### src/design/skf_pkg.sv
// ----------------------------------------------------------------------------
// skf_pkg
// Shared constants and types of the scalar Kalman filter.
// ----------------------------------------------------------------------------
package skf_pkg;

    // Default word width and number of fraction bits (Q16.16)
    localparam int DATA_WIDTH_DEF = 32;
    localparam int FRAC_BITS_DEF  = 16;

    // Operation codes of the shared add/subtract unit
    typedef enum logic
    {
        ALU_ADD,
        ALU_SUB
    } alu_op_t;

    // Configuration register indexes
    typedef enum logic
    {
        REG_PROCESS_NOISE,
        REG_MEASURE_NOISE
    } reg_idx_t;

endpackage

### src/design/skf_cfg.sv
// ----------------------------------------------------------------------------
// skf_cfg
// APB register file holding the process and measurement noise variances.
// ----------------------------------------------------------------------------
module skf_cfg
    import skf_pkg::*;
#(
    parameter int DATA_WIDTH = DATA_WIDTH_DEF,
    parameter int FRAC_BITS  = FRAC_BITS_DEF,
    parameter int BUS_WIDTH  = 32,
    parameter int ADDR_WIDTH = 3
)
(
    input  logic                  clk,
    input  logic                  rst_n,
    input  logic                  psel,
    input  logic                  penable,
    input  logic                  pwrite,
    input  logic [ADDR_WIDTH-1:0] paddr,
    input  logic [BUS_WIDTH-1:0]  pwdata,
    output logic [BUS_WIDTH-1:0]  prdata,
    output logic [DATA_WIDTH-1:0] process_noise,
    output logic [DATA_WIDTH-1:0] measure_noise
);

    localparam logic [DATA_WIDTH-1:0] NOISE_RESET = DATA_WIDTH'(1) << FRAC_BITS;

    logic [DATA_WIDTH-1:0] process_noise_reg;
    logic [DATA_WIDTH-1:0] measure_noise_reg;
    reg_idx_t              reg_idx;
    logic                  wr_en;

    assign reg_idx = reg_idx_t'(paddr[ADDR_WIDTH-1]);
    assign wr_en   = psel && penable && pwrite;

    always_ff @(posedge clk or negedge rst_n)
    begin
        if (!rst_n)
        begin
            process_noise_reg <= NOISE_RESET;
            measure_noise_reg <= NOISE_RESET;
        end
        else if (wr_en)
        begin
            // Bits above the word width are dropped
            case (reg_idx)
                REG_PROCESS_NOISE: process_noise_reg <= pwdata[DATA_WIDTH-1:0];
                REG_MEASURE_NOISE: measure_noise_reg <= pwdata[DATA_WIDTH-1:0];
                default: ;
            endcase
        end
    end

    always_comb
    begin
        case (reg_idx)
            REG_PROCESS_NOISE: prdata = BUS_WIDTH'(process_noise_reg);
            REG_MEASURE_NOISE: prdata = BUS_WIDTH'(measure_noise_reg);
            default:           prdata = '0;
        endcase
    end

    assign process_noise = process_noise_reg;
    assign measure_noise = measure_noise_reg;

endmodule

### src/design/skf_alu.sv
// ----------------------------------------------------------------------------
// skf_alu
// Shared add/subtract unit; carry is the carry out on add, the borrow on sub.
// ----------------------------------------------------------------------------
module skf_alu
    import skf_pkg::*;
#(
    parameter int WIDTH = 50
)
(
    input  alu_op_t          op,
    input  logic [WIDTH-1:0] a,
    input  logic [WIDTH-1:0] b,
    output logic [WIDTH-1:0] result,
    output logic             carry
);

    logic [WIDTH:0] ext;

    always_comb
    begin
        case (op)
            ALU_ADD: ext = {1'b0, a} + {1'b0, b};
            ALU_SUB: ext = {1'b0, a} - {1'b0, b};
            default: ext = '0;
        endcase
    end

    assign result = ext[WIDTH-1:0];
    assign carry  = ext[WIDTH];

endmodule

### src/design/skf_core.sv
// ----------------------------------------------------------------------------
// skf_core
// Sequencer and datapath registers; all arithmetic runs through one skf_alu.
// ----------------------------------------------------------------------------
module skf_core
    import skf_pkg::*;
#(
    parameter int DATA_WIDTH = DATA_WIDTH_DEF,
    parameter int FRAC_BITS  = FRAC_BITS_DEF
)
(
    input  logic                  clk,
    input  logic                  rst_n,
    input  logic [DATA_WIDTH-1:0] process_noise,
    input  logic [DATA_WIDTH-1:0] measure_noise,
    input  logic                  in_valid,
    output logic                  in_ready,
    input  logic [DATA_WIDTH-1:0] measurement,
    input  logic                  slot_free,
    output logic                  res_valid,
    output logic [DATA_WIDTH-1:0] estimate
);

    localparam int W  = DATA_WIDTH;
    localparam int F  = FRAC_BITS;
    localparam int AW = W + F + 2;
    localparam int CW = $clog2(F + 1);
    localparam logic [CW-1:0] CNT_START = CW'(F);
    localparam logic [AW-1:0] ONE_FX    = AW'(1) << F;

    typedef enum logic [3:0]
    {
        S_IDLE,
        S_PRED,
        S_DEN,
        S_INN,
        S_NEG,
        S_DIV,
        S_MUL1,
        S_UPD,
        S_ONEM,
        S_MUL2,
        S_FIN
    } state_t;

    state_t          state_reg;
    logic [CW-1:0]   cnt_reg;
    logic [W-1:0]    est_reg;
    logic [W-1:0]    cov_reg;

    logic [W-1:0]    z_reg;
    logic [W-1:0]    pm_reg;
    logic [W:0]      den_reg;
    logic [W:0]      inn_reg;
    logic            neg_reg;
    logic [W:0]      mcand_reg;
    logic [W:0]      rem_reg;
    logic [F:0]      q_reg;
    logic [F:0]      mlt_reg;
    logic [AW-1:0]   acc_reg;

    alu_op_t         alu_op;
    logic [AW-1:0]   alu_a;
    logic [AW-1:0]   alu_b;
    logic [AW-1:0]   alu_res;
    logic            alu_carry;

    logic            accept;
    logic            last_step;
    logic            den_zero;
    logic [W+1:0]    trial;
    logic [F:0]      q_new;
    logic [W:0]      corr;
    logic            sat_hi;
    logic            sat_lo;
    logic [W-1:0]    est_sat;

    assign accept    = in_valid && in_ready;
    assign in_ready  = (state_reg == S_IDLE);
    assign last_step = (cnt_reg == '0);
    assign den_zero  = (den_reg == '0);
    // The first division step compares the numerator without a shift
    assign trial     = (cnt_reg == CNT_START) ? {1'b0, rem_reg} : {rem_reg, 1'b0};
    assign q_new     = {q_reg[F-1:0], ~alu_carry};
    assign corr      = acc_reg[W+F:F];

    // Clamp the corrected estimate to the signed word range
    assign sat_hi  = !alu_res[AW-1] && (|alu_res[AW-2:W-1]);
    assign sat_lo  = alu_res[AW-1] && !(&alu_res[AW-2:W-1]);
    assign est_sat = sat_hi ? {1'b0, {(W-1){1'b1}}} :
                     sat_lo ? {1'b1, {(W-1){1'b0}}} : alu_res[W-1:0];

    always_comb
    begin
        alu_op = ALU_ADD;
        alu_a  = '0;
        alu_b  = '0;
        case (state_reg)
            S_PRED:
            begin
                alu_a = AW'(cov_reg);
                alu_b = AW'(process_noise);
            end
            S_DEN:
            begin
                alu_a = AW'(pm_reg);
                alu_b = AW'(measure_noise);
            end
            S_INN:
            begin
                alu_op = ALU_SUB;
                alu_a  = {{(AW-W){z_reg[W-1]}}, z_reg};
                alu_b  = {{(AW-W){est_reg[W-1]}}, est_reg};
            end
            S_NEG:
            begin
                alu_op = ALU_SUB;
                alu_b  = {{(AW-W-1){inn_reg[W]}}, inn_reg};
            end
            S_DIV:
            begin
                alu_op = ALU_SUB;
                alu_a  = AW'(trial);
                alu_b  = AW'(den_reg);
            end
            S_MUL1, S_MUL2:
            begin
                alu_a = {acc_reg[AW-2:0], 1'b0};
                alu_b = mlt_reg[F] ? AW'(mcand_reg) : '0;
            end
            S_UPD:
            begin
                alu_op = neg_reg ? ALU_SUB : ALU_ADD;
                alu_a  = {{(AW-W){est_reg[W-1]}}, est_reg};
                alu_b  = AW'(corr);
            end
            S_ONEM:
            begin
                alu_op = ALU_SUB;
                alu_a  = ONE_FX;
                alu_b  = AW'(q_reg);
            end
            default: ;
        endcase
    end

    skf_alu #(
        .WIDTH (AW)
    ) u_alu (
        .op     (alu_op),
        .a      (alu_a),
        .b      (alu_b),
        .result (alu_res),
        .carry  (alu_carry)
    );

    always_ff @(posedge clk or negedge rst_n)
    begin
        if (!rst_n)
        begin
            state_reg <= S_IDLE;
            cnt_reg   <= '0;
            est_reg   <= '0;
            cov_reg   <= '0;
        end
        else
        begin
            case (state_reg)
                S_IDLE:
                begin
                    if (accept)
                    begin
                        state_reg <= S_PRED;
                    end
                end
                S_PRED: state_reg <= S_DEN;
                S_DEN:  state_reg <= S_INN;
                S_INN:  state_reg <= S_NEG;
                S_NEG:
                begin
                    cnt_reg   <= CNT_START;
                    state_reg <= S_DIV;
                end
                S_DIV:
                begin
                    if (last_step)
                    begin
                        cnt_reg   <= CNT_START;
                        state_reg <= S_MUL1;
                    end
                    else
                    begin
                        cnt_reg <= cnt_reg - CW'(1);
                    end
                end
                S_MUL1:
                begin
                    if (last_step)
                    begin
                        state_reg <= S_UPD;
                    end
                    else
                    begin
                        cnt_reg <= cnt_reg - CW'(1);
                    end
                end
                S_UPD:
                begin
                    est_reg   <= est_sat;
                    state_reg <= S_ONEM;
                end
                S_ONEM:
                begin
                    cnt_reg   <= CNT_START;
                    state_reg <= S_MUL2;
                end
                S_MUL2:
                begin
                    if (last_step)
                    begin
                        state_reg <= S_FIN;
                    end
                    else
                    begin
                        cnt_reg <= cnt_reg - CW'(1);
                    end
                end
                S_FIN:
                begin
                    cov_reg <= acc_reg[W+F-1:F];
                    // Hold until the output register can take the result
                    if (slot_free)
                    begin
                        state_reg <= S_IDLE;
                    end
                end
                default: state_reg <= S_IDLE;
            endcase
        end
    end

    always_ff @(posedge clk)
    begin
        case (state_reg)
            S_IDLE:
            begin
                if (accept)
                begin
                    z_reg <= measurement;
                end
            end
            S_PRED:
            begin
                pm_reg <= alu_res[W] ? '1 : alu_res[W-1:0];
            end
            S_DEN:
            begin
                den_reg <= alu_res[W:0];
                rem_reg <= {1'b0, pm_reg};
                q_reg   <= '0;
            end
            S_INN:
            begin
                inn_reg <= alu_res[W:0];
            end
            S_NEG:
            begin
                neg_reg   <= inn_reg[W];
                mcand_reg <= inn_reg[W] ? alu_res[W:0] : inn_reg;
            end
            S_DIV:
            begin
                rem_reg <= alu_carry ? trial[W:0] : alu_res[W:0];
                if (last_step)
                begin
                    // A zero denominator forces the gain to zero
                    q_reg   <= den_zero ? '0 : q_new;
                    mlt_reg <= den_zero ? '0 : q_new;
                    acc_reg <= '0;
                end
                else
                begin
                    q_reg <= q_new;
                end
            end
            S_MUL1, S_MUL2:
            begin
                acc_reg <= alu_res;
                mlt_reg <= {mlt_reg[F-1:0], 1'b0};
            end
            S_ONEM:
            begin
                mlt_reg   <= alu_res[F:0];
                mcand_reg <= {1'b0, pm_reg};
                acc_reg   <= '0;
            end
            default: ;
        endcase
    end

    assign res_valid = (state_reg == S_FIN) && slot_free;
    assign estimate  = est_reg;

    a_busy_after_accept: assert property (@(posedge clk) disable iff (!rst_n)
        accept |=> !in_ready)
        else $error("input taken while an item is in progress");

    a_pred_no_wrap: assert property (@(posedge clk) disable iff (!rst_n)
        (state_reg == S_DEN) |-> (pm_reg >= cov_reg))
        else $error("predicted covariance wrapped");

    a_gain_range: assert property (@(posedge clk) disable iff (!rst_n)
        (state_reg == S_MUL1) |-> (q_reg <= ONE_FX[F:0]))
        else $error("gain above one");

    a_rem_below_den: assert property (@(posedge clk) disable iff (!rst_n)
        (state_reg == S_MUL1 && !den_zero) |-> (rem_reg < den_reg))
        else $error("division remainder not reduced");

    a_result_once: assert property (@(posedge clk) disable iff (!rst_n)
        res_valid |=> (state_reg == S_IDLE) && !res_valid)
        else $error("result issued twice");

endmodule

### src/design/scalar_kalman_filter.sv
// ----------------------------------------------------------------------------
// scalar_kalman_filter
// First-order scalar Kalman filter (A = H = 1) on signed fixed-point samples.
// ----------------------------------------------------------------------------
//  channel   direction  handshake              payload
//  apb       slave      psel/penable, pready   paddr, pwdata, prdata
//  s_axis    in         s_tvalid/s_tready      s_tdata: measurement
//  m_axis    out        m_tvalid/m_tready      m_tdata: estimate
//
// From acceptance to the output register an item runs on the single shared
// adder (Q16.16 by default), which does the restoring divide and both
// shift-add multiplies one bit a cycle.
// s_tready is high only while no item is in progress.
// Reset clears estimate and covariance; both noise registers reset to 1.0.
// A result waiting in the output register does not stop a new measurement
// from being taken; the next result then holds until the register frees.
// ----------------------------------------------------------------------------
module scalar_kalman_filter
    import skf_pkg::*;
#(
    parameter int DATA_WIDTH   = DATA_WIDTH_DEF,
    parameter int FRAC_BITS    = FRAC_BITS_DEF,
    localparam int BUS_WIDTH   = (DATA_WIDTH > 32) ? 64 : 32,
    localparam int ADDR_LSB    = (DATA_WIDTH > 32) ? 3 : 2,
    localparam int ADDR_WIDTH  = ADDR_LSB + 1,
    localparam int TDATA_WIDTH = ((DATA_WIDTH + 7) / 8) * 8
)
(
    input  logic                  clk,
    input  logic                  rst_n,
    input  logic                  psel,
    input  logic                  penable,
    input  logic                  pwrite,
    input  logic [ADDR_WIDTH-1:0] paddr,
    input  logic [BUS_WIDTH-1:0]  pwdata,
    output logic [BUS_WIDTH-1:0]  prdata,
    output logic                  pready,
    input  logic                  s_tvalid,
    output logic                  s_tready,
    input  logic [TDATA_WIDTH-1:0] s_tdata,  // [DATA_WIDTH-1:0] measurement
    output logic                  m_tvalid,
    input  logic                  m_tready,
    output logic [TDATA_WIDTH-1:0] m_tdata   // [DATA_WIDTH-1:0] estimate
);

    logic [DATA_WIDTH-1:0]  process_noise;
    logic [DATA_WIDTH-1:0]  measure_noise;
    logic                   slot_free;
    logic                   res_valid;
    logic [DATA_WIDTH-1:0]  estimate;
    logic                   m_tvalid_reg;
    logic [TDATA_WIDTH-1:0] m_tdata_reg;

    assign pready = 1'b1;

    skf_cfg #(
        .DATA_WIDTH (DATA_WIDTH),
        .FRAC_BITS  (FRAC_BITS),
        .BUS_WIDTH  (BUS_WIDTH),
        .ADDR_WIDTH (ADDR_WIDTH)
    ) u_cfg (
        .clk           (clk),
        .rst_n         (rst_n),
        .psel          (psel),
        .penable       (penable),
        .pwrite        (pwrite),
        .paddr         (paddr),
        .pwdata        (pwdata),
        .prdata        (prdata),
        .process_noise (process_noise),
        .measure_noise (measure_noise)
    );

    skf_core #(
        .DATA_WIDTH (DATA_WIDTH),
        .FRAC_BITS  (FRAC_BITS)
    ) u_core (
        .clk           (clk),
        .rst_n         (rst_n),
        .process_noise (process_noise),
        .measure_noise (measure_noise),
        .in_valid      (s_tvalid),
        .in_ready      (s_tready),
        .measurement   (s_tdata[DATA_WIDTH-1:0]),
        .slot_free     (slot_free),
        .res_valid     (res_valid),
        .estimate      (estimate)
    );

    // Output register: free when empty or being drained this cycle
    assign slot_free = !m_tvalid_reg || m_tready;

    always_ff @(posedge clk or negedge rst_n)
    begin
        if (!rst_n)
        begin
            m_tvalid_reg <= 1'b0;
        end
        else if (slot_free)
        begin
            m_tvalid_reg <= res_valid;
        end
    end

    always_ff @(posedge clk)
    begin
        if (res_valid)
        begin
            m_tdata_reg <= TDATA_WIDTH'(estimate);
        end
    end

    assign m_tvalid = m_tvalid_reg;
    assign m_tdata  = m_tdata_reg;

endmodule
### config.mk
export PLATFORM = sky130hd
export DESIGN_NAME = scalar_kalman_filter
export DESIGN_NICKNAME = d
export VERILOG_FILES = /design/src/design/skf_pkg.sv /design/src/design/skf_cfg.sv /design/src/design/skf_alu.sv /design/src/design/skf_core.sv /design/src/design/scalar_kalman_filter.sv
export SDC_FILE = /design/constraint.sdc
export NUM_CORES = 1
export LEC_CHECK = 0
export ABC_AREA = 1
export BUFFER_PORTS_ARGS = -buffer_cell sky130_fd_sc_hd__buf_2
export CORE_MARGIN = 3
export CORE_UTILIZATION = 40
export DETAILED_ROUTE_END_ITERATION = 8
export HOLD_SLACK_MARGIN = 0.05
export SLEW_MARGIN = 20
export SYNTH_ARGS = -nofsm -noshare
export SYNTH_HDL_FRONTEND = slang
export SYNTH_SLANG_ARGS = --single-unit
### constraint.sdc
create_clock -name clk -period 6.1 [get_ports clk]
set_clock_uncertainty 0.1 [all_clocks]
set_input_delay 0 -clock clk [delete_from_list [all_inputs] [get_ports clk]]
set_output_delay 0 -clock clk [all_outputs]
set_load 0.05 [all_outputs]
# Word-level counts from Yosys, hierarchy flattened

Index checks and enable logic that the tools add are counted.

Register bits after elaboration: 450
Input port bits: 74
Output and inout bits: 67
Word-level logic and storage cells: 99

Add/subtract/negate cells: 3
Eq/ne operators: 17
Multiplexer cells: 30
Bitwise operators: 3
Reductions and logical operators: 28

Operators with widths:

| kind               | count |
|---|---|
| $pmux 50 s8        | 1 |
| $pmux 50 s7        | 1 |
| $pmux 49 s3        | 1 |
| $pmux 33 s2        | 2 |
| $pmux 51 s2        | 1 |
| $mux 33            | 3 |
| $mux 32            | 2 |
| $pmux 32 s2        | 1 |
| $add 50x50->51     | 1 |
| $mux 17            | 3 |
| $pmux 17 s3        | 1 |
| $sub 50x50->51     | 1 |
| $mux 49            | 1 |
| $pmux 4 s11        | 1 |
| $mux 34            | 1 |
| $pmux 17 s2        | 1 |
| $logic_not 33->1   | 1 |
| $mux 4             | 5 |
| $reduce_and 18->1  | 1 |
| $reduce_or 18->1   | 1 |
| $eq 4x3->1 const B | 4 |
| $pmux 5 s3         | 1 |
| $eq 4x4->1 const B | 3 |
| $mux 5             | 2 |
| 20 further kinds   | 41 |

# Depth between registers and ports, before layout

Gate-level depths: netlist of run 1.

Depth in word-level cells: 10
Depth in mapped cells: 44

# Hierarchy

A second synthesis of run 1 with hierarchy kept.

Cells, all modules: 3769
Area total of the unflattened synthesis: 27760.4 um^2

By module, submodules not included:

| module               | times used | cells an instance | area an instance (um^2) | seq. area each (um^2) |
|---|---|---|---|---|
| skf_core             | 1          | 2040              | 17541.8                 | 10234.8 |
| skf_alu              | 1          | 1306              | 6192.2                  | 0.0 |
| skf_cfg              | 1          | 384               | 3009.1                  | 1604.0 |
| scalar_kalman_filter | 1          | 39                | 1017.2                  | 985.9 |

# Least setup slack after synthesis of run 1

No wires, ideal clock.

Path type: flip-flop to flip-flop
From: register u_core.state_reg[3]
To: register u_core.rem_reg[10], data pin
Arrival: 4905 ps
Required time: 5746 ps
Setup slack: 841 ps
Stages on the path, launching flop included: 26
Clock period less this slack: 5259 ps
Cell sequence: dfrtp_1 nor2_1 nand2_2 inv_2 buf_2 buf_1 clkbuf_1 a22oi_1 o211ai_1 ha_1 clkbuf_1 nand2_1 nor2_1 nand2_1 nand3_1 nand2_1 nand2_1 nand3_1 nand3_1 a21oi_1 inv_1 nand2_2 clkbuf_1 nand3_1 nand3_1 nand2_1

Word-level cells in the longest chain between the ends: 7

RTL lines:

| element                                                             | RTL line        | RTL |
|---|---|---|
| start: declaration                                                  | skf_core.sv:46  | `state_t state_reg;` |
| start signal: assignment                                            | skf_core.sv:161 | `state_reg <= S_IDLE;` |
| start signal: assignment                                            | skf_core.sv:173 | `state_reg <= S_PRED;` |
| start signal: assignment                                            | skf_core.sv:176 | `S_PRED: state_reg <= S_DEN;` |
| $eq 4x3->1, or another cell as far along                            | skf_core.sv:98  | `case (state_reg)` |
| $reduce_or 2->1 (no source line) or $reduce_or 4->1 (tied branches) | --              |  |
| $pmux 50 s8, or another cell as far along                           | skf_core.sv:98  |  |
| $sub 50x50->51, or another cell as far along                        | skf_alu.sv:24   | `ALU_SUB: ext = {1'b0, a} - {1'b0, b};` |
| $pmux 51 s2                                                         | skf_alu.sv:22   | `case (op)` |
| $mux 33                                                             | skf_core.sv:273 | `rem_reg <= alu_carry ? trial[W:0] : alu_res[W:0];` |
| $pmux 33 s2 (*)                                                     | skf_core.sv:244 | `case (state_reg)` |
| end signal: assignment                                              | skf_core.sv:259 | `rem_reg <= {1'b0, pm_reg};` |
| end signal: assignment                                              | skf_core.sv:273 |  |
| end: declaration                                                    | skf_core.sv:57  | `logic [W:0] rem_reg;` |

Mark *: on every way between the ends. The rest lies on a longest branch, timed or not.
A chain may end at the register's enable or synchronous reset.

# Worst setup path after layout of run 1

From: register u_core.state_reg[3]
To: register u_core.est_reg[18], in the netlist u_core.estimate[18]

Word-level cells in the longest chain between the ends: 10

RTL lines:

| element                                                             | RTL line        | RTL |
|---|---|---|
| $eq 4x3->1, or another cell as far along                            | skf_core.sv:98  |  |
| $reduce_or 2->1 (no source line) or $reduce_or 4->1 (tied branches) | --              |  |
| $pmux 50 s8, or another cell as far along                           | skf_core.sv:98  |  |
| $sub 50x50->51, or another cell as far along                        | skf_alu.sv:24   |  |
| $pmux 51 s2                                                         | skf_alu.sv:22   |  |
| $reduce_and 18->1                                                   | skf_core.sv:89  | `assign sat_lo = alu_res[AW-1] && !(&alu_res[AW-2:W-1]);` |
| $logic_not 1->1                                                     | skf_core.sv:89  |  |
| $logic_and 1x1->1                                                   | skf_core.sv:89  |  |
| $mux 32                                                             | skf_core.sv:91  | `sat_lo ? {1'b1, {(W-1){1'b0}}} : alu_res[W-1:0];` |
| $mux 32                                                             | skf_core.sv:90  | `assign est_sat = sat_hi ? {1'b0, {(W-1){1'b1}}} :` |
| end signal: assignment                                              | skf_core.sv:209 | `est_reg <= est_sat;` |
| end: declaration                                                    | skf_core.sv:48  | `logic [W-1:0] est_reg;` |

Several ways; a longest one is shown, not always the timed one.

==> metrics, run 1 <==
CTS Buf Count=48; hold path startpoint=s_tdata[6]; # diodes=0; standard-cell rows=93; largest net degree at the start of global routing=80; Area growth, synth to finish=21.7%; upper clock frequency limit=between 150 and 200 MHz; clk_lat worst skew=0.62 ns; Synthesis Warnings=0; WL met2=approximately 46 mm; Max Cap Viol=0; worst reg-to-reg path cell count=33; Tmin final=~5.8 ns; DIE WIDTH=between 200 and 300 um; Setup Viol. Count Final=0; CTS Buffer Depth=3; # DRC=0; Final Max Tran Viols=0; clk root buf=clkbuf_16; relative slew slack=roughly 24%; placed cell area=around 29000 um2; Mapped Area=approximately 26000 um2; r2r startpoint=u_core.state_reg[3]; Top FF cell, synth=edfxtp_1; worst path arrival time=around 6.2 ns; Avg Cell Area, Syn=7.86 um2; synthesized netlist cell count=~3300; Critical Path Start=u_core.state_reg[3]; drt pass-1 iters=6; Largest register FFs=a little under 50; post-detailed-route count of antenna-violating nets=0; fin crit share=95.5%; first-pass GRT wire length=~150 mm; vias per inst=between 5 and 6; CP max stage delay=0.40 ns; hold path cells=2; final hold vios=0; initial DRC count=2596; Worst Max-Slew Pin Slew=between 1 and 1.5 ns; wire length on met1=slightly above 40 mm; Crit Path Max Fanout=15; Seq cells post-synth=450; fin area=around 32000 um2; # IOs=141; worst min path class=primary input to flip-flop; gr ovfl total=0; via count=~25000; Seq/Total Area, Yosys=around half; core box area=roughly 65000 um2; Post-synth EDFFs=between 300 and 400; wire per inst=21.8 um; FFs w/ async S/R, synth=between 30% and 40%; top routing layer in use=met5; Die Y=between 200 and 300 um; GP Congestion=approximately 0.96; share of layout cells above drive strength 1=14.3%; CTS tree=yes; H-Tree Level Count=2; Mapped Nets=3471; vias in the first global route=around 24000; die footprint=between 60000 and 70000 um2; critical path endpoint category=flip-flop; CP max stage cell=dfrtp_1; gr usage total=between 20 and 30%; # port buffers=~140; status=finished, final reports clean; kind of critical path=flip-flop to flip-flop; Sink Count=between 400 and 500; nets=~3800; Clock Pin Slew Worst Setup and Hold Paths=0.07 ns; Initial Util=between 40 and 50%; initial antenna violation count=2; Final HPWL DP=around 74 mm; Startpoint Class=flip-flop; met3 routed WL=8.16 mm; crit-path most repeated cell=nand2_1; routed wire length=between 90 and 100 mm; count of cell types in the netlist=52; CP required=between 6 and 7 ns
==> kinds of logic (layout without fill, tap and decap cells) <==
family | after synthesis | in the layout | synth area share (%)
simple gates | 1664 | 1664 | 25.5
buf+inv | 599 | 966 | 8.86
fa+ha+maj | 53 | 53 | 2.55
mux | 24 | 24 | 0.914
flops | 450 | 450 | 48.8
other cells | 1 | 1 | 0.0143
xor+xnor | 63 | 63 | 2.10
compound gates | 490 | 490 | 11.3
==> cell usage in the layout (no fill, tap or decap), types with 32 or more instances in the layout <==
cell type / count
xnor2_1: 38
nor2_1: 294
buf_2: 136
clkbuf_16: 51
nand3_1: 137
inv_1: 452
a21oi_1: 84
nand2_1: 1059
dfrtp_1: 135
o21ai_0: 199
nor2_2: 41
o221ai_1: 32
edfxtp_1: 312
nand4_1: 38
ha_1: 46
dlygate4sd3_1: 93
o22ai_1: 35
buf_4: 163
==> cell usage after synthesis, types with 2 or more instances <==
| cell type | instances | share of area [%] |
|---|---|---|
| nand2_1 | 1082 | 15 |
| inv_1 | 452 | 6.5 |
| nor2_1 | 342 | 4.9 |
| edfxtp_1 | 312 | 36 |
| o21ai_0 | 203 | 3.9 |
| nand3_1 | 141 | 2.7 |
| dfrtp_1 | 136 | 13 |
| a21oi_1 | 97 | 1.8 |
| clkbuf_1 | 87 | 1.2 |
| ha_1 | 52 | 2.5 |
| xnor2_1 | 39 | 1.3 |
| nand4_1 | 38 | 0.90 |
| o22ai_1 | 36 | 0.86 |
| o221ai_1 | 32 | 1.1 |
| a221oi_1 | 30 | 1.0 |
| o211ai_1 | 30 | 0.86 |
| mux2i_1 | 24 | 0.91 |
| xor2_1 | 24 | 0.80 |
| buf_2 | 21 | 0.40 |
| nor3_1 | 17 | 0.32 |
| o2111ai_1 | 17 | 0.57 |
| buf_1 | 15 | 0.21 |
| inv_2 | 13 | 0.19 |
| nor4_1 | 13 | 0.31 |
| a22oi_1 | 12 | 0.34 |
| nand2_2 | 9 | 0.21 |
| o21ai_1 | 8 | 0.15 |
| o21bai_1 | 8 | 0.23 |
| a31oi_1 | 5 | 0.12 |
| buf_4 | 5 | 0.14 |
| buf_6 | 5 | 0.21 |
| nor2_2 | 5 | 0.12 |
| a31o_2 | 4 | 0.13 |
| nand3b_1 | 4 | 0.11 |
| nor3_2 | 4 | 0.15 |
| a211oi_1 | 3 | 0.086 |
| a22o_1 | 2 | 0.067 |
| and3_1 | 2 | 0.048 |
| dfstp_2 | 2 | 0.20 |
==> metrics by stage <==
stage	hold slack, ns	util, %	setup slack (ns)	std cells	setup TNS [ns]
6_report	0.0555	49.5	0.275	4566	0
5_1_grt	0.0701	49.5	-0.0457	4566	-0.600
4_1_cts	0.0522	48.6	0.0308	4555	0
3_5_place_dp	0.0781	44.7	0.0752	4372	0
3_3_place_gp	0.0777	44.7	0.00541	4372	0
2_1_floorplan	-0.396	-	0.841	3344	0
==> what timing repair did <==
| item | in CTS | in global routing |
|---|---|---|
| endpoints found under the setup margin | 0 | 68 |
| buffers inserted | 0 | 7 |
| hold endpoints to repair | 198 | 0 |
| hold buffers | 94 | 0 |
| gates resized for setup | 0 | 113 |
==> routing by layer <==
metal | vias up | GRT usage, %
li1 | 11600 | -
met1 | 11900 | 37.6
met2 | 1108 | 45.6
met3 | 199 | 3.58
met4 | 6 | 10.8
met5 | - | 0
==> final timing paths <==
check	endpoint	slack (ns)
min reg2reg	m_tdata[29]	0.38
min in group asynchronous	u_cfg.measure_noise[10]	0.44
max	u_core.estimate[18]	0.28
max reg2reg	u_core.estimate[18]	0.28
max in group asynchronous	u_core.cov_reg[25]	4.33
min	u_core.z_reg[6]	0.06
==> worst max-delay path, delay by kind of cell (launching register included) <==
| family | cells | cell delay [ns] |
|---|---|---|
| buffers and inverters | 10 | 1.61 |
| AOI/OAI and AO/OA | 5 | 0.84 |
| adders and majority gates | 1 | 0.35 |
| and+or+nand+nor | 17 | 2.38 |
| DFF | 1 | 0.40 |
==> cell type report <==
cell class,count,area (um2)
Fill cell,6462,32700
Timing Repair Buffer,411,3200
Clock inverter,27,283
Sequential cell,450,12800
Tap cell,855,1070
Multi-Input combinational cell,2295,11600
Clock buffer,62,1280
Inverter,466,1750
Power of run 1 is left out: the tool's default activity adds up to more than one toggle a clock period on the data nets, which glitch-free logic cannot reach.
==> run 2: changes to the inputs <==
--- a/config.mk
+++ b/config.mk
@@ -8,9 +8,9 @@
 export ABC_AREA = 1
 export BUFFER_PORTS_ARGS = -buffer_cell sky130_fd_sc_hd__buf_2
 export CORE_MARGIN = 3
-export CORE_UTILIZATION = 40
+export CORE_UTILIZATION = 50
 export DETAILED_ROUTE_END_ITERATION = 8
-export HOLD_SLACK_MARGIN = 0.05
+export PLACE_DENSITY = 0.67
 export SLEW_MARGIN = 20
 export SYNTH_ARGS = -nofsm -noshare
 export SYNTH_HDL_FRONTEND = slang
==> run 2 against run 1 <==
First-iteration DRC count up 14%. Fmax down 0.71%. Non-clock buffer count decreased by 18. Critical path depth increased by 3. Worst setup slack got worse by 0.041 ns. Critical endpoint is now u_core.estimate[27]. Flip-flop and latch count unchanged. Register-to-register slack got worse by 0.04 ns. Die area down 20%. Via count grew 3.0%. Largest cell class unchanged.
==> metrics, run 2 (synthesized netlist as in run 1, its figures left out) <==
initial antenna violation count=1 (was 2); post-detailed-route count of antenna-violating nets=0 (unchanged); wire length on met1=38.2 mm (was 40.8 mm); GP Congestion=1.02 (was 0.963); Crit path buffers/inverters=9 (was 10); wire per inst=23.0 um (was 21.8 um); worst min path class=primary input to flip-flop (unchanged); Crit Path Max Fanout=15 (unchanged); CP max stage cell=dfrtp_1 (unchanged); setup TNS=0 ns (unchanged); Worst Max-Slew Pin Slew=1.33 ns (was 1.14 ns); CP max stage delay=0.43 ns (was 0.40 ns); CP top delay family=simple AND/OR/NAND/NOR gates (unchanged); gr ovfl total=0 (unchanged); initial DRC count=2949 (was 2596); status=finished, final reports clean (unchanged); kind of critical path=flip-flop to flip-flop (unchanged); standard-cell rows=83 (was 93); clk root buf=clkbuf_16 (unchanged); H-Tree Level Count=2 (unchanged); DIE WIDTH=235 um (was 262 um); core box area=51700 um2 (was 64700 um2); CTS tree=yes (unchanged); WL met2=46.8 mm (was 46.3 mm); Die Y=235 um (was 262 um); CTS Buf Count=50 (was 48); Initial Util=50.8% (was 40.6%); most common cell after layout, fill and taps aside=nand2_1 (unchanged); Startpoint Class=flip-flop (unchanged); # IOs=141 (unchanged); vias in the first global route=24400 (was 23600); critical path endpoint category=flip-flop (unchanged); # DRC=0 (unchanged); # diodes=0 (unchanged); most frequent cells in the layout=nand2_1, inv_1, edfxtp_1, nor2_1, o21ai_0 (unchanged); Area growth, synth to finish=20.0% (was 21.7%); final hold vios=0 (unchanged); Sink Count=450 (unchanged); Max Cap Viol=0 (unchanged); Clock Pin Slew Worst Setup and Hold Paths=0.06 ns (was 0.07 ns); largest net degree at the start of global routing=73 (was 80); drt pass-1 iters=6 (unchanged); hold slack final=0.0228 ns (was 0.0555 ns); CTS Buffer Depth=3 (unchanged); routed wire length=101 mm (was 99.7 mm); Tmin final=5.87 ns (was 5.82 ns); top routing layer in use=met5 (unchanged); vias per inst=5.84 (was 5.44); relative slew slack=11.1% (was 24.2%); met3 routed WL=8.56 mm (was 8.16 mm); clk_lat worst skew=0.62 ns (about the same); via count=25600 (was 24800); Layout Utilization=61.0% (was 49.5%); # port buffers=137 (unchanged); die footprint=55400 um2 (was 68900 um2); gr usage total=35.5% (was 27.8%); CP required=6.49 ns (about the same); worst path arrival time=6.26 ns (was 6.22 ns); Final HPWL DP=74.7 mm (was 74.5 mm); nets=3783 (was 3799); Largest register FFs=49 (unchanged); fin crit share=96.2% (was 95.5%); Final Max Tran Viols=0 (unchanged); first-pass GRT wire length=150 mm (was 147 mm); Setup Viol. Count Final=0 (unchanged); share of layout cells above drive strength 1=12.6% (was 14.3%); upper clock frequency limit=170 MHz (was 172 MHz)
-- run 2: stage by stage --
step / instances / setup WS [ns] / cell area [um2]
3_5_place_dp: 4183 / 0.163 / 28600
2_1_floorplan: 3344 / 0.841 / 26300
4_1_cts: 4372 / 0.0983 / 31300
6_report: 4378 / 0.234 / 31600
3_3_place_gp: 4183 / 0.275 / 28600
5_1_grt: 4378 / -0.0286 / 31600
-- run 2: path summary, 6_finish.rpt --
path	cells past startpoint	slack, ns	endpoint	from
worst max register to register	36	0.23	u_core.estimate[27]	u_core.state_reg[2]
worst max-delay path	36	0.23	u_core.estimate[27]	u_core.state_reg[2]
worst min-delay path	2	0.02	u_core.z_reg[21]	s_tdata[21]
worst min register to register	0	0.38	m_tdata[20]	u_core.estimate[20]
max in group asynchronous	4	4.52	u_core.cov_reg[28]	rst_n
min in group asynchronous	4	0.44	u_cfg.process_noise[4]	rst_n
-- run 2: worst reg2reg max path: cells and delay by family (launching register included) --
| kind | cells | cell delay, ns |
|---|---|---|
| buf+inv | 9 | 1.24 |
| fa+ha+maj | 1 | 0.32 |
| compound gates | 5 | 1.03 |
| flops | 1 | 0.43 |
| xor+xnor | 1 | 0.16 |
| simple gates | 20 | 2.47 |
-- run 2: what timing repair did --
action | CTS | global route
buffers inserted | 0 | 3
hold buffers | 95 | 0
setup endpoints to repair | 0 | 72
resized for setup | 0 | 50
hold endpoints to repair | 180 | 0
-- run 2: metal layers --
layer | up-vias | track usage [%]
met1 | 12200 | 45.7
met5 | - | 0
met2 | 1419 | 57.8
met4 | 2 | 21.3
li1 | 11600 | -
met3 | 332 | 4.29
-- run 2: layout make-up --
cell class | instances | area (um2)
clock buffer | 65 | 1350
inverter | 466 | 1750
clock inverter | 29 | 343
multi-input combinational | 2295 | 11400
timing repair buffer | 393 | 3070
sequential | 450 | 12800
tap | 680 | 851
fill | 4605 | 20200
Power of run 2 is left out for the same reason.
